## config.mk

```make
export PLATFORM = sky130hd
export DESIGN_NAME = pot_sample_smoother_with_change_detect_top
export DESIGN_NICKNAME = d
export VERILOG_FILES = /design/src/rtl/core/psscd_pkg.sv /design/src/rtl/core/pot_sample_smoother_with_change_detect_top.sv
export SDC_FILE = /design/constraint.sdc
export NUM_CORES = 1
export LEC_CHECK = 0
export ABC_AREA = 1
export BUFFER_PORTS_ARGS = -buffer_cell sky130_fd_sc_hd__buf_2
export CORE_MARGIN = 2
export CORE_UTILIZATION = 68
export DETAILED_ROUTE_END_ITERATION = 16
export PLACE_DENSITY_LB_ADDON = 0.2
export SETUP_SLACK_MARGIN = 0.5
export SYNTH_ARGS = -nofsm -noshare
export SYNTH_HDL_FRONTEND = slang
export SYNTH_SLANG_ARGS = --single-unit
```

## constraint.sdc

```tcl
create_clock -name clk -period 13.6 [get_ports clk]
set_input_delay 1.36 -clock clk [delete_from_list [all_inputs] [get_ports clk]]
set_output_delay 1.36 -clock clk [all_outputs]
set_load 0.005 [all_outputs]
```

## src/rtl/core/psscd_pkg.sv

```systemverilog
// shared constants and register map for the pot sample smoother
`default_nettype none

package psscd_pkg;

  // default ring depth
  localparam int unsigned FILTER_TAPS_DEF = 5;

  localparam int unsigned SAMPLE_W  = 12;
  localparam int unsigned PERCENT_W = 7;
  localparam int unsigned APB_DATA_W = 32;
  localparam int unsigned APB_ADDR_W = 4;

  localparam logic [SAMPLE_W:0]    INVERT_BASE = 13'd4096;
  localparam logic [SAMPLE_W-1:0]  FULL_SCALE  = 12'd4095;
  localparam logic [PERCENT_W-1:0] PERCENT_MAX = 7'd100;

  // register reset values
  localparam logic [SAMPLE_W-1:0] LOW_CUTOFF_RST  = 12'd20;
  localparam logic [SAMPLE_W-1:0] HIGH_CUTOFF_RST = 12'd4050;
  localparam logic [SAMPLE_W-1:0] DELTA_THR_RST   = 12'd20;

  // register index, taken from paddr[3:2]
  typedef enum logic [1:0] {
    REG_LOW_CUTOFF  = 2'd0,
    REG_HIGH_CUTOFF = 2'd1,
    REG_DELTA_THR   = 2'd2
  } reg_idx_t;

  // floor(v * 100 / 4095) as (v * PCT_MULT) >> PCT_SHIFT, exact for 12-bit v
  localparam int unsigned PCT_SHIFT  = 32;
  localparam int unsigned PCT_MULT_W = 27;
  localparam int unsigned PCT_PROD_W = SAMPLE_W + PCT_MULT_W;
  localparam logic [PCT_MULT_W-1:0] PCT_MULT =
    PCT_MULT_W'(((64'd100 << PCT_SHIFT) + 64'd4094) / 64'd4095);

endpackage : psscd_pkg

`default_nettype wire

```

## src/rtl/core/pot_sample_smoother_with_change_detect_top.sv

```systemverilog
// pot sample smoother: invert and clamp, ring average, change detect, percent
//
// usage
//   in channel  : one raw 12-bit converter reading per transaction
//                 (in_valid / in_stall, taken when in_valid && !in_stall)
//   out channel : one result per input transaction, in order
//                 (out_changed, out_smoothed_value, out_level_percent)
//   apb port    : low_cutoff at 0x0, high_cutoff at 0x4, delta_threshold at 0x8,
//                 12-bit values in pwdata[11:0]; pready is tied high, reads return
//                 the register value; write only while the block is idle
// latency   : out_valid rises 3 cycles after the input transaction edge
// throughput: one transaction per cycle; the running-sum update and the
//             last-reported update are the only loops, each closes in one cycle
// reset     : synchronous, active low; ring entries, running sum, ring position
//             and last reported value go to zero, registers to 20 / 4050 / 20
// stall     : out_stall holds the output register; the pipeline keeps filling
//             empty stages, and in_stall rises only once stage one cannot drain
`default_nettype none

module pot_sample_smoother_with_change_detect_top
  import psscd_pkg::*;
#(
  parameter int unsigned FILTER_TAPS = FILTER_TAPS_DEF
) (
  input  wire logic                   clk,
  input  wire logic                   rst_n,
  // input channel
  input  wire logic                   in_valid,
  output logic                        in_stall,
  input  wire logic [SAMPLE_W-1:0]    in_raw_sample,
  // result channel
  output logic                        out_valid,
  input  wire logic                   out_stall,
  output logic                        out_changed,
  output logic [SAMPLE_W-1:0]         out_smoothed_value,
  output logic [PERCENT_W-1:0]        out_level_percent,
  // configuration
  input  wire logic                   psel,
  input  wire logic                   penable,
  input  wire logic                   pwrite,
  input  wire logic [APB_ADDR_W-1:0]  paddr,
  input  wire logic [APB_DATA_W-1:0]  pwdata,
  output logic [APB_DATA_W-1:0]       prdata,
  output logic                        pready
);

  // ring pointer and running sum widths follow the tap count
  localparam int unsigned PW = (FILTER_TAPS > 1) ? $clog2(FILTER_TAPS) : 1;
  localparam int unsigned SW = $clog2(FILTER_TAPS * 4095 + 1);
  localparam logic [PW-1:0] POS_LAST = PW'(FILTER_TAPS - 1);

  // mean = sum / FILTER_TAPS done as multiply by rounded-up reciprocal;
  // the extra shift bits keep the result exact over the whole sum range
  localparam int unsigned MEAN_SHIFT = SW + 5;
  localparam int unsigned MW         = MEAN_SHIFT + 1;
  localparam int unsigned MPW        = SW + MW;
  localparam logic [MW-1:0] MEAN_MULT =
    MW'(((64'd1 << MEAN_SHIFT) + 64'(FILTER_TAPS) - 64'd1) / 64'(FILTER_TAPS));

  //--------------------------------------------------------------------------
  // configuration registers
  //--------------------------------------------------------------------------
  logic [SAMPLE_W-1:0] low_cutoff_r;
  logic [SAMPLE_W-1:0] high_cutoff_r;
  logic [SAMPLE_W-1:0] delta_thr_r;
  logic                cfg_wr;
  reg_idx_t            cfg_idx;

  assign pready  = 1'b1;
  assign cfg_wr  = psel && penable && pwrite && pready;
  assign cfg_idx = reg_idx_t'(paddr[3:2]);

  always_ff @(posedge clk) begin
    if (!rst_n) begin
      low_cutoff_r  <= LOW_CUTOFF_RST;
      high_cutoff_r <= HIGH_CUTOFF_RST;
      delta_thr_r   <= DELTA_THR_RST;
    end else if (cfg_wr) begin
      unique case (cfg_idx)
        REG_LOW_CUTOFF:  low_cutoff_r  <= pwdata[SAMPLE_W-1:0];
        REG_HIGH_CUTOFF: high_cutoff_r <= pwdata[SAMPLE_W-1:0];
        REG_DELTA_THR:   delta_thr_r   <= pwdata[SAMPLE_W-1:0];
        default: ;  // unmapped address, write dropped
      endcase
    end
  end

  always_comb begin
    unique case (cfg_idx)
      REG_LOW_CUTOFF:  prdata = APB_DATA_W'(low_cutoff_r);
      REG_HIGH_CUTOFF: prdata = APB_DATA_W'(high_cutoff_r);
      REG_DELTA_THR:   prdata = APB_DATA_W'(delta_thr_r);
      default:         prdata = '0;
    endcase
  end

  //--------------------------------------------------------------------------
  // pipeline flow control: a stage loads when it is empty or draining
  //--------------------------------------------------------------------------
  logic s1_valid_r, s2_valid_r, s3_valid_r;
  logic rdy1, rdy2, rdy3, rdy4;
  logic in_take;

  assign rdy4     = !out_valid || !out_stall;
  assign rdy3     = !s3_valid_r || rdy4;
  assign rdy2     = !s2_valid_r || rdy3;
  assign rdy1     = !s1_valid_r || rdy2;
  assign in_stall = !rdy1;
  assign in_take  = in_valid && rdy1;

  //--------------------------------------------------------------------------
  // stage 0 -> 1: condition sample, write ring, update running sum
  //--------------------------------------------------------------------------
  logic [SAMPLE_W-1:0] ring_r [FILTER_TAPS];
  logic [PW-1:0]       ring_pos_r;
  logic [PW-1:0]       ring_pos_nxt;
  logic [SW-1:0]       run_sum_r;
  logic [SW-1:0]       run_sum_nxt;
  logic [SAMPLE_W:0]   inverted;
  logic [SAMPLE_W-1:0] cond_sample;
  logic [SW-1:0]       s1_sum_r;

  always_comb begin
    // inversion spans 1..4096, so 13 bits
    inverted = INVERT_BASE - {1'b0, in_raw_sample};
    if (inverted < {1'b0, low_cutoff_r}) begin
      inverted = '0;
    end
    // low test first; a zeroed value never passes the high test
    if (inverted > {1'b0, high_cutoff_r}) begin
      cond_sample = FULL_SCALE;
    end else begin
      cond_sample = inverted[SAMPLE_W-1:0];
    end
    run_sum_nxt  = run_sum_r - SW'(ring_r[ring_pos_r]) + SW'(cond_sample);
    ring_pos_nxt = (ring_pos_r == POS_LAST) ? '0 : ring_pos_r + 1'b1;
  end

  always_ff @(posedge clk) begin
    if (!rst_n) begin
      for (int i = 0; i < FILTER_TAPS; i++) begin
        ring_r[i] <= '0;
      end
      ring_pos_r <= '0;
      run_sum_r  <= '0;
    end else if (in_take) begin
      ring_r[ring_pos_r] <= cond_sample;
      ring_pos_r         <= ring_pos_nxt;
      run_sum_r          <= run_sum_nxt;
    end
  end

  always_ff @(posedge clk) begin
    if (!rst_n) begin
      s1_valid_r <= 1'b0;
    end else if (rdy1) begin
      s1_valid_r <= in_valid;
    end
  end

  always_ff @(posedge clk) begin
    if (in_take) begin
      s1_sum_r <= run_sum_nxt;
    end
  end

  //--------------------------------------------------------------------------
  // stage 1 -> 2: mean by reciprocal multiply
  //--------------------------------------------------------------------------
  logic [MPW-1:0]      mean_prod;
  logic [SAMPLE_W-1:0] mean_val;
  logic [SAMPLE_W-1:0] s2_mean_r;

  assign mean_prod = MPW'(s1_sum_r) * MPW'(MEAN_MULT);
  assign mean_val  = mean_prod[MEAN_SHIFT +: SAMPLE_W];

  always_ff @(posedge clk) begin
    if (!rst_n) begin
      s2_valid_r <= 1'b0;
    end else if (rdy2) begin
      s2_valid_r <= s1_valid_r;
    end
  end

  always_ff @(posedge clk) begin
    if (rdy2 && s1_valid_r) begin
      s2_mean_r <= mean_val;
    end
  end

  //--------------------------------------------------------------------------
  // stage 2 -> 3: deadband compare against last reported value
  //--------------------------------------------------------------------------
  logic [SAMPLE_W-1:0] last_rep_r;
  logic [SAMPLE_W-1:0] last_rep_nxt;
  logic [SAMPLE_W-1:0] mean_diff;
  logic                moved;
  logic                s2_move;
  logic                s3_changed_r;
  logic [SAMPLE_W-1:0] s3_mean_r;
  logic [SAMPLE_W-1:0] s3_rep_r;

  assign s2_move = s2_valid_r && rdy3;

  always_comb begin
    mean_diff    = (s2_mean_r >= last_rep_r) ? (s2_mean_r - last_rep_r)
                                             : (last_rep_r - s2_mean_r);
    moved        = mean_diff > delta_thr_r;
    last_rep_nxt = moved ? s2_mean_r : last_rep_r;
  end

  always_ff @(posedge clk) begin
    if (!rst_n) begin
      last_rep_r <= '0;
      s3_valid_r <= 1'b0;
    end else begin
      if (s2_move) begin
        last_rep_r <= last_rep_nxt;
      end
      if (rdy3) begin
        s3_valid_r <= s2_valid_r;
      end
    end
  end

  always_ff @(posedge clk) begin
    if (s2_move) begin
      s3_changed_r <= moved;
      s3_mean_r    <= s2_mean_r;
      s3_rep_r     <= last_rep_nxt;
    end
  end

  //--------------------------------------------------------------------------
  // stage 3 -> output: percent of reported value
  //--------------------------------------------------------------------------
  logic [PCT_PROD_W-1:0] pct_prod;
  logic                  out_valid_r;
  logic                  out_changed_r;
  logic [SAMPLE_W-1:0]   out_smoothed_r;
  logic [PERCENT_W-1:0]  out_percent_r;

  assign pct_prod = PCT_PROD_W'(s3_rep_r) * PCT_PROD_W'(PCT_MULT);

  always_ff @(posedge clk) begin
    if (!rst_n) begin
      out_valid_r <= 1'b0;
    end else if (rdy4) begin
      out_valid_r <= s3_valid_r;
    end
  end

  always_ff @(posedge clk) begin
    if (rdy4 && s3_valid_r) begin
      out_changed_r  <= s3_changed_r;
      out_smoothed_r <= s3_mean_r;
      out_percent_r  <= pct_prod[PCT_SHIFT +: PERCENT_W];
    end
  end

  assign out_valid          = out_valid_r;
  assign out_changed        = out_changed_r;
  assign out_smoothed_value = out_smoothed_r;
  assign out_level_percent  = out_percent_r;

  //--------------------------------------------------------------------------
  // assertions
  //--------------------------------------------------------------------------
  // input side only backs up when stage one is holding an item
  a_stall_needs_s1: assert property (@(posedge clk) disable iff (!rst_n)
    in_stall |-> s1_valid_r)
    else $error("in_stall raised with stage one empty");

  // reported value moves only when an item passes the deadband stage
  a_rep_hold: assert property (@(posedge clk) disable iff (!rst_n)
    !s2_move |=> $stable(last_rep_r))
    else $error("last reported value changed without an item");

  // a changed result carries its own mean as the reported value
  a_changed_rep: assert property (@(posedge clk) disable iff (!rst_n)
    (s3_valid_r && s3_changed_r) |-> (s3_rep_r == s3_mean_r))
    else $error("changed item does not report its mean");

  // ring pointer never leaves the ring
  a_pos_range: assert property (@(posedge clk) disable iff (!rst_n)
    ring_pos_r <= POS_LAST)
    else $error("ring position out of range");

  // percent stays within 0..100
  a_pct_range: assert property (@(posedge clk) disable iff (!rst_n)
    out_valid_r |-> (out_percent_r <= PERCENT_MAX))
    else $error("level percent above 100");

endmodule : pot_sample_smoother_with_change_detect_top

`default_nettype wire
```

==> results of run 1 <==
==> final cells by class <==
cell class | instances | area share [%]
clock inverters | 18 | 0.857
well taps | 390 | 2.23
inverters | 473 | 8.11
multi-input cells | 1672 | 54.3
repair buffers | 71 | 1.68
flip-flops and latches | 241 | 29.7
clock buffers | 29 | 3.12
==> logic make-up (layout without fill, tap and decap cells) <==
logic type | count (synthesis) | count (layout) | synth area share (%)
buffers and inverters | 550 | 591 | 10.9
DFF | 241 | 241 | 31.6
and+or+nand+nor | 782 | 782 | 16.5
AOI/OAI and AO/OA | 434 | 434 | 11.5
adders and majority gates | 388 | 388 | 27.4
other | 2 | 21 | 0.0365
xor gates and xnor gates | 47 | 47 | 2.00
==> sequential cells by signal, indices dropped and copies added (netlist names), named ones only <==
register / cells
last_rep_r: 12
delta_thr_r: 12
s3_changed_r: 1
out_smoothed_value: 12
s1_sum_r: 15
s1_valid_r: 1
s3_mean_r: 12
out_valid: 1
low_cutoff_r: 12
ring_r: 96
run_sum_r: 15
out_level_percent: 7
s2_mean_r: 12
out_changed: 1
ring_pos_r: 3
s3_valid_r: 1
s3_rep_r: 12
s2_valid_r: 1
high_cutoff_r: 12
==> metrics by stage <==
step | instances | setup WS (ps) | instance area [um^2] | hold WS (ps)
2_1_floorplan | 2463 | 7400 | 20600 | 400
3_3_place_gp | 2847 | 5950 | 21000 | 400
3_5_place_dp | 2847 | 5740 | 21000 | 406
4_1_cts | 2894 | 6260 | 21900 | 420
5_1_grt | 2894 | 5560 | 21900 | 426
6_report | 2894 | 6220 | 21900 | 416
==> synthesized netlist by cell type (2+ instances only) <==
library cell / count
nand2_2: 5
xnor2_1: 8
buf_2: 12
a21o_1: 11
nor2_2: 6
conb_1: 2
o21a_1: 7
and2_1: 2
nor2_1: 208
dfxtp_1: 73
o22ai_1: 12
nor2_4: 2
nor3_1: 21
xor2_1: 39
nor4_1: 4
nand3_2: 3
edfxtp_1: 168
a21oi_1: 210
nand2_1: 391
clkbuf_1: 26
buf_6: 4
a21boi_0: 4
nand4_1: 20
fa_1: 103
inv_1: 454
and3_1: 2
nand3_1: 89
o21ai_0: 137
buf_4: 28
a31oi_1: 14
o211ai_1: 15
nand2_4: 23
o221ai_1: 11
ha_1: 285
o21bai_1: 10
inv_2: 19
nand3b_1: 4
clkbuf_2: 3
buf_1: 2
buf_12: 2
==> per-layer routing <==
layer  vias up  track usage (%)
met5         -                0
met1      7747             43.8
met4         0             12.2
met3       114             3.86
met2       647             52.8
li1       8033                -
==> final timing paths <==
| check | from | endpoint | slack [ps] | depth (start not counted) |
|---|---|---|---|---|
| worst max-delay path | in_raw_sample[0] | run_sum_r[8] | 6220 | 38 |
| worst min-delay path | s3_mean_r[11] | out_smoothed_value[11] | 420 | 0 |
| worst max register to register | low_cutoff_r[4] | run_sum_r[8] | 7710 | 32 |
| worst min register to register | s3_mean_r[11] | out_smoothed_value[11] | 420 | 0 |
==> flow_summary.ini, run 1 <==
[floorplan]
dieWidth_um = 178
io_pins = 110
num_rows = 63
core_area_um2 = 29700
start_util_pct = 69.2
fp.dieArea_um2 = 31700
die_h_um = 178

[worst_setup_path]
critPathKind = in2reg
start_kind = primary input
end_kind = register
path_common_cell = nand2_1
crit_family = simple AND/OR/NAND/NOR gates
slowest_delay_ps = 510
cp.arrival_ps = 7870
crit_buf_inv = 8
critical_path.max_fanout = 72
critical_path_required_ps = 14090
slowest_stage = fa_1

[drt]
met1Wirelength_mm = 21.4
drt_iter0_drc = 1181
wl_met2_mm = 23.1
drtAntennaViolNets = 0
vias = 16541
routed.top_layer = met4
wl_per_cell_um = 17.2
drcViolationCount = 0
routed_wirelength_mm = 49.7
drt-vias-per-instance = 5.72
wl_met3_mm = 3.28
dr.pass1.iters = 6

[global_routing]
grt_pass1_vias = 16104
grt_max_degree = 73
grt_overflow = 0
grt_antenna_before_repair = 0
grt_use_total_pct = 32.2
grt_pass1_wl_mm = 80.3

[yosys]
synth_top_area_cell = edfxtp_1
avgSynthCellArea_um2 = 8.42
ys_seq_area_share_pct = 31.6
synth_flop_cell = edfxtp_1
synth_cells = 2444
ys_seq_elements = 241
ys_warn_count = 0
synth_edf_count = 168
netlist_area_um2 = 20600
async_flop_share_pct = 0
synth.distinct_cells = 45
synth_area_leaders = edfxtp_1, ha_1, fa_1
synth.top_cell.area_share_pct = 24.5

[sta]
rsz0062_at_grt = false
tightest_slew_ps = 1200
final_max_slew_viol_count = 0
max_freq_ghz = 0.135
period_needed_ps = 7380
hold_viol = 0
setup_viol = 0
period_share_pct = 54.3
fin_worst_skew_ps = 26.1
slew_headroom_pct = 19.5
tns_ps = 0

[clock_network]
cts_resized = 0
cts_tree = built
cts_hold_buf = 0
cts_made_buffers = 26
cts_max_level = 1
cts_setup_buffers = 0
cts_root_buffer = clkbuf_16
cts.clk_slew.worst_paths_ps = 60
clock_sink_count = 241
cts_max_path_buffers = 3
clk-insertion-delay-late_ps = 540

[cells_and_area]
fin_nets = 2928
final_cell_mix = inv_1, nand2_1, ha_1, a21oi_1, nor2_1
fillers = 2279
fin_util_pct = 73.7
drive_above_1_share_pct = 6.99
n_antenna_cell = 0
multi_input_area_um2 = 11900
area_growth_pct = 6.44
final_common_cell = inv_1
seqCellArea_um2 = 6510

[placed_design]
port_buffers = 66
gp_congestion = 0.939
hpwl_mm = 39.4

[status]
status = finished clean

[run]
drv_cap = 0

[hold_path]
hold_class = reg2reg
Power of run 1 is not shown: default switching activity piles up to over one toggle a cycle in this logic, so the estimate is an artifact.
==> run 2, diff against run 1 <==
--- a/config.mk
+++ b/config.mk
@@ -8,7 +8,7 @@
 export ABC_AREA = 1
 export BUFFER_PORTS_ARGS = -buffer_cell sky130_fd_sc_hd__buf_2
 export CORE_MARGIN = 2
-export CORE_UTILIZATION = 68
+export CORE_UTILIZATION = 63
 export DETAILED_ROUTE_END_ITERATION = 16
 export PLACE_DENSITY_LB_ADDON = 0.2
 export SETUP_SLACK_MARGIN = 0.5
==> constraint.sdc (replaced) <==
create_clock -name clk -period 7.1 [get_ports clk]
set_input_delay 0.71 -clock clk [delete_from_list [all_inputs] [get_ports clk]]
set_output_delay 0.71 -clock clk [all_outputs]
set_load 0.005 [all_outputs]
==> run 2 against run 1 <==
Die area rose by 7.8%; via count shrank 0.89%; critical path type unchanged; critical path depth increased by 1; final cell count up 1.9%; sequential share of layout area fell by 0.11 points; clock-buffer cell count increased by 1; global-route usage down 2.2 points; core utilization down 5.8 points; routed wire length about the same; cell area is 0.37% higher; setup slack lost 5100 ps; register-to-register slack got worse by 5900 ps.
==> flow_summary.ini, run 2 (synthesis gave the netlist of run 1 again) <==
[status]
status = finished clean

[cells_and_area]
final_cell_mix = inv_1, nand2_1, ha_1, a21oi_1, nor2_1
n_antenna_cell = 0
regMostFlops = ring_r
fin_nets = 2931
final_common_cell = inv_1
fillers = 2724
area_growth_pct = 6.84
top_regs = ring_r (96), run_sum_r (15), s1_sum_r (15)
seqCellArea_um2 = 6510
multi_input_area_um2 = 11900
largest_reg_flops = 96
drive_above_1_share_pct = 7.02

[sta]
setup_viol = 0
hold_viol = 0
fin_worst_skew_ps = 15.7
rsz0062_at_grt = false
whs_ps = 417
tns_ps = 0
max_freq_ghz = 0.167
period_share_pct = 84.1
period_needed_ps = 5970
final_max_slew_viol_count = 0
slew_headroom_pct = 21.5
tightest_slew_ps = 1170

[placed_design]
hpwl_mm = 39.7
port_buffers = 66
gp_congestion = 0.979

[global_routing]
grt_antenna_before_repair = 0
grt_pass1_wl_mm = 80.7
grt_max_degree = 50
grt_use_total_pct = 30.0
grt_pass1_vias = 16114
grt_overflow = 0

[clock_network]
cts_made_buffers = 26
cts_hold_buf = 0
clock_sink_count = 241
cts.clk_slew.worst_paths_ps = 60
cts_root_buffer = clkbuf_16
cts_tree = built
cts_resized = 0
cts_setup_buffers = 0
cts_max_level = 1
cts_max_path_buffers = 3
clk-insertion-delay-late_ps = 550

[floorplan]
num_rows = 66
die_h_um = 185
start_util_pct = 63.6
fp.dieArea_um2 = 34100
core_area_um2 = 32400
io_pins = 110
dieWidth_um = 185

[worst_setup_path]
critical_path.max_fanout = 24
reg2reg_from = s1_sum_r[4]
reg2reg_depth = 18
end_kind = register
cp.arrival_ps = 6400
rrSetupSlack_ps = 1850
rr_endpoint = s2_mean_r[11]
critical_path_required_ps = 7530
start_kind = primary input
slowest_delay_ps = 500
slowest_stage = fa_1
path_common_cell = nand2_1
critPathKind = in2reg

[drt]
drt_iter0_drc = 1078
drcViolationCount = 0
drtAntennaViolNets = 0
wl_per_cell_um = 16.8
dr.pass1.iters = 5
vias = 16393
drt-vias-per-instance = 5.56
routed_wirelength_mm = 49.6

[hold_path]
min_delay_path_depth = 0
min_from = s3_mean_r[7]
hold_end = out_smoothed_value[7]
hold_class = reg2reg

[run]
drv_cap = 0
[run 2: routing by layer]
layer  track usage, %  part of all wire [%]  vias up
met1             39.0                    42     7686
met4             11.3                   3.7        0
met5                0                     0        -
met3             4.66                   7.1      103
li1                 -                     -     8031
met2             50.7                    47      573
[run 2: area by class of cell]
class | count | share of cell area [%]
multi-input combinational | 1672 | 54.1
sequential | 241 | 29.6
inverter | 473 | 8.08
clock buffer | 30 | 3.07
tap | 442 | 2.52
timing repair buffer | 74 | 1.78
clock inverter | 18 | 0.837
[run 2: per-stage QoR]
step / area [um^2] / std cells / worst slack, ps / utilization, %
floorplan: 20600 / 2463 / 1550 / -
global placement: 21100 / 2902 / 534 / 65.2
detailed placement: 21100 / 2902 / 418 / 65.2
CTS: 22000 / 2950 / 983 / 67.9
global route: 22000 / 2950 / 620 / 67.9
finish: 22000 / 2950 / 1130 / 67.9
[run 2: critical path, delay by kind of cell]
family          cells  cell delay, ps
buf+inv             7             550
xor+xnor            1             150
simple gates       21            2580
compound gates      5             630
fa+ha+maj           5            1770
[run 2: worst max-delay path by stage]
stage	start	depth (start not counted)	slack [ps]	endpoint
after detailed placement	in_raw_sample[0]	39	420	run_sum_r[8]
after global routing	in_raw_sample[0]	39	620	run_sum_r[10]
after CTS	in_raw_sample[0]	39	980	run_sum_r[8]
after global placement	in_raw_sample[0]	40	530	run_sum_r[14]
final	in_raw_sample[0]	39	1130	run_sum_r[10]
after floorplan	in_raw_sample[0]	41	1550	run_sum_r[13]
Power of run 2 is left out for the same reason.
==> run 3, diff against run 2 <==
==> constraint.sdc (replaced) <==
create_clock -name clk -period 5.82 [get_ports clk]
set_input_delay 0.582 -clock clk [delete_from_list [all_inputs] [get_ports clk]]
set_output_delay 0.582 -clock clk [all_outputs]
set_load 0.005 [all_outputs]
==> run 3 against run 2 <==
Routed wire length increased by 2.7%; largest cell class unchanged; non-clock buffer count is 37 higher; cell area rose by 4.1%; sequential share of layout area is 1.2 points lower; clock skew is 1.9 ps lower.
==> flow_summary.ini, run 3 (synthesis gave the netlist of run 1 again) <==
[clock_network]
clk-insertion-delay-late_ps = 560
cts_max_level = 1
cts_max_path_buffers = 3
clock_sink_count = 241
cts_made_buffers = 27
cts_root_buffer = clkbuf_16
cts_tree = built
cts.clk_slew.worst_paths_ps = 70
cts_hold_buf = 0

[cells_and_area]
instances_no_fill = 2989
area_growth_pct = 11.2
n_antenna_cell = 0
final_common_cell = inv_1
fillers = 2534
final_cell_mix = inv_1, nand2_1, ha_1, a21oi_1, nor2_1
top_regs = ring_r (96), run_sum_r (15), s1_sum_r (15)
drive_above_1_share_pct = 11.5
fin_nets = 2969
regMostFlops = ring_r
largest_reg_flops = 96

[floorplan]
core_area_um2 = 32400
die_h_um = 185
io_pins = 110
num_rows = 66
fp.dieArea_um2 = 34100
start_util_pct = 63.6
dieWidth_um = 185

[global_routing]
grt_antenna_before_repair = 0
grt_max_degree = 50
grt_pass1_wl_mm = 81.1
grt_use_total_pct = 30.0
grt_pass1_vias = 16081
grt_overflow = 0

[sta]
rsz0062_at_grt = true
hold_viol = 0
period_needed_ps = 5120
final_max_slew_viol_count = 0
period_share_pct = 88.0
fin_worst_skew_ps = 13.8
max_freq_ghz = 0.195
tightest_slew_ps = 1160
fin_ws_ps = 699
slew_headroom_pct = 22.6
setup_viol = 0

[worst_setup_path]
slowest_delay_ps = 520
end_kind = register
path_common_cell = nand2_1
critPathKind = in2reg
slowest_stage = fa_1
critical_path_required_ps = 6260
start_kind = primary input
critical_path.max_fanout = 8
cp.arrival_ps = 5560

[drt]
wl_per_cell_um = 17.0
drtAntennaViolNets = 0
drt-vias-per-instance = 5.60
dr.pass1.iters = 6
drcViolationCount = 0
drt_iter0_drc = 1171
routed_wirelength_mm = 50.9
vias = 16738

[placed_design]
dp_slack_ps = -50.7
port_buffers = 66
hpwl_mm = 39.9
gp_congestion = 0.933
dp_cells = 2926

[status]
status = finished clean

[run]
drv_cap = 0

[hold_path]
hold_class = in2reg
run 3: cell types whose count changed in the layout (fill, tap and decap cells not counted), sizes merged:
| cell | change |
|---|---|
| buf | +36 |
| bufinv | -1 |
| clkbuf | +6 |
| clkinv | -5 |
| clkinvlp | +1 |
| inv | +2 |
run 3: path summary, 6_finish.rpt:
check | end | slack (ps) | from | depth (start not counted)
worst min register to register | out_smoothed_value[3] | 420 | s3_mean_r[3] | 0
worst max register to register | s2_mean_r[7] | 730 | s1_sum_r[4] | 18
worst min-delay path | high_cutoff_r[6] | 290 | pwdata[6] | 3
worst max-delay path | run_sum_r[10] | 700 | in_raw_sample[0] | 40
run 3: stage by stage:
stage	instance area [um^2]	utilization [%]	TNS [ps]	hold slack (ps)
floorplan	20800	-	0	400
global placement	21500	66.5	0	400
detailed placement	21500	66.5	-165	405
CTS	22400	69.2	0	287
global route	22900	70.7	0	293
finish	22900	70.7	0	294
run 3: final cells by class:
| class | instances | area (um^2) | share of cell area [%] |
|---|---|---|---|
| repair buffers | 111 | 742 | 3.24 |
| inverters | 473 | 1780 | 7.79 |
| well taps | 442 | 553 | 2.42 |
| flip-flops and latches | 241 | 6510 | 28.4 |
| multi-input cells | 1672 | 12400 | 54.3 |
| clock buffers | 35 | 706 | 3.08 |
| clock inverters | 15 | 160 | 0.700 |
run 3: timing repair:
action                                 CTS  global route
gates resized for setup                  1            91
setup buffers                            0            12
setup endpoints to repair                1            29
pin swaps                                0            39
endpoints found under the hold margin    0             0
cloned                                   0             1
run 3: per-layer routing:
layer  wire (um)  GRT usage (%)  vias up
li1            -              -     8115
met1       21200           39.8     7877
met2       24300           50.3      636
met3        3760           4.19      110
met4        1720           10.4        0
met5           0              0        -
run 3: critical path: cells and delay by family:
family,cells,cell delay (ps)
AO/OA/AOI/OAI,6,780
XOR/XNOR,2,340
adder cells (fa/ha/maj),5,1460
buffers and inverters,10,920
AND/OR/NAND/NOR,17,1450
Power of run 3 is left out for the same reason.
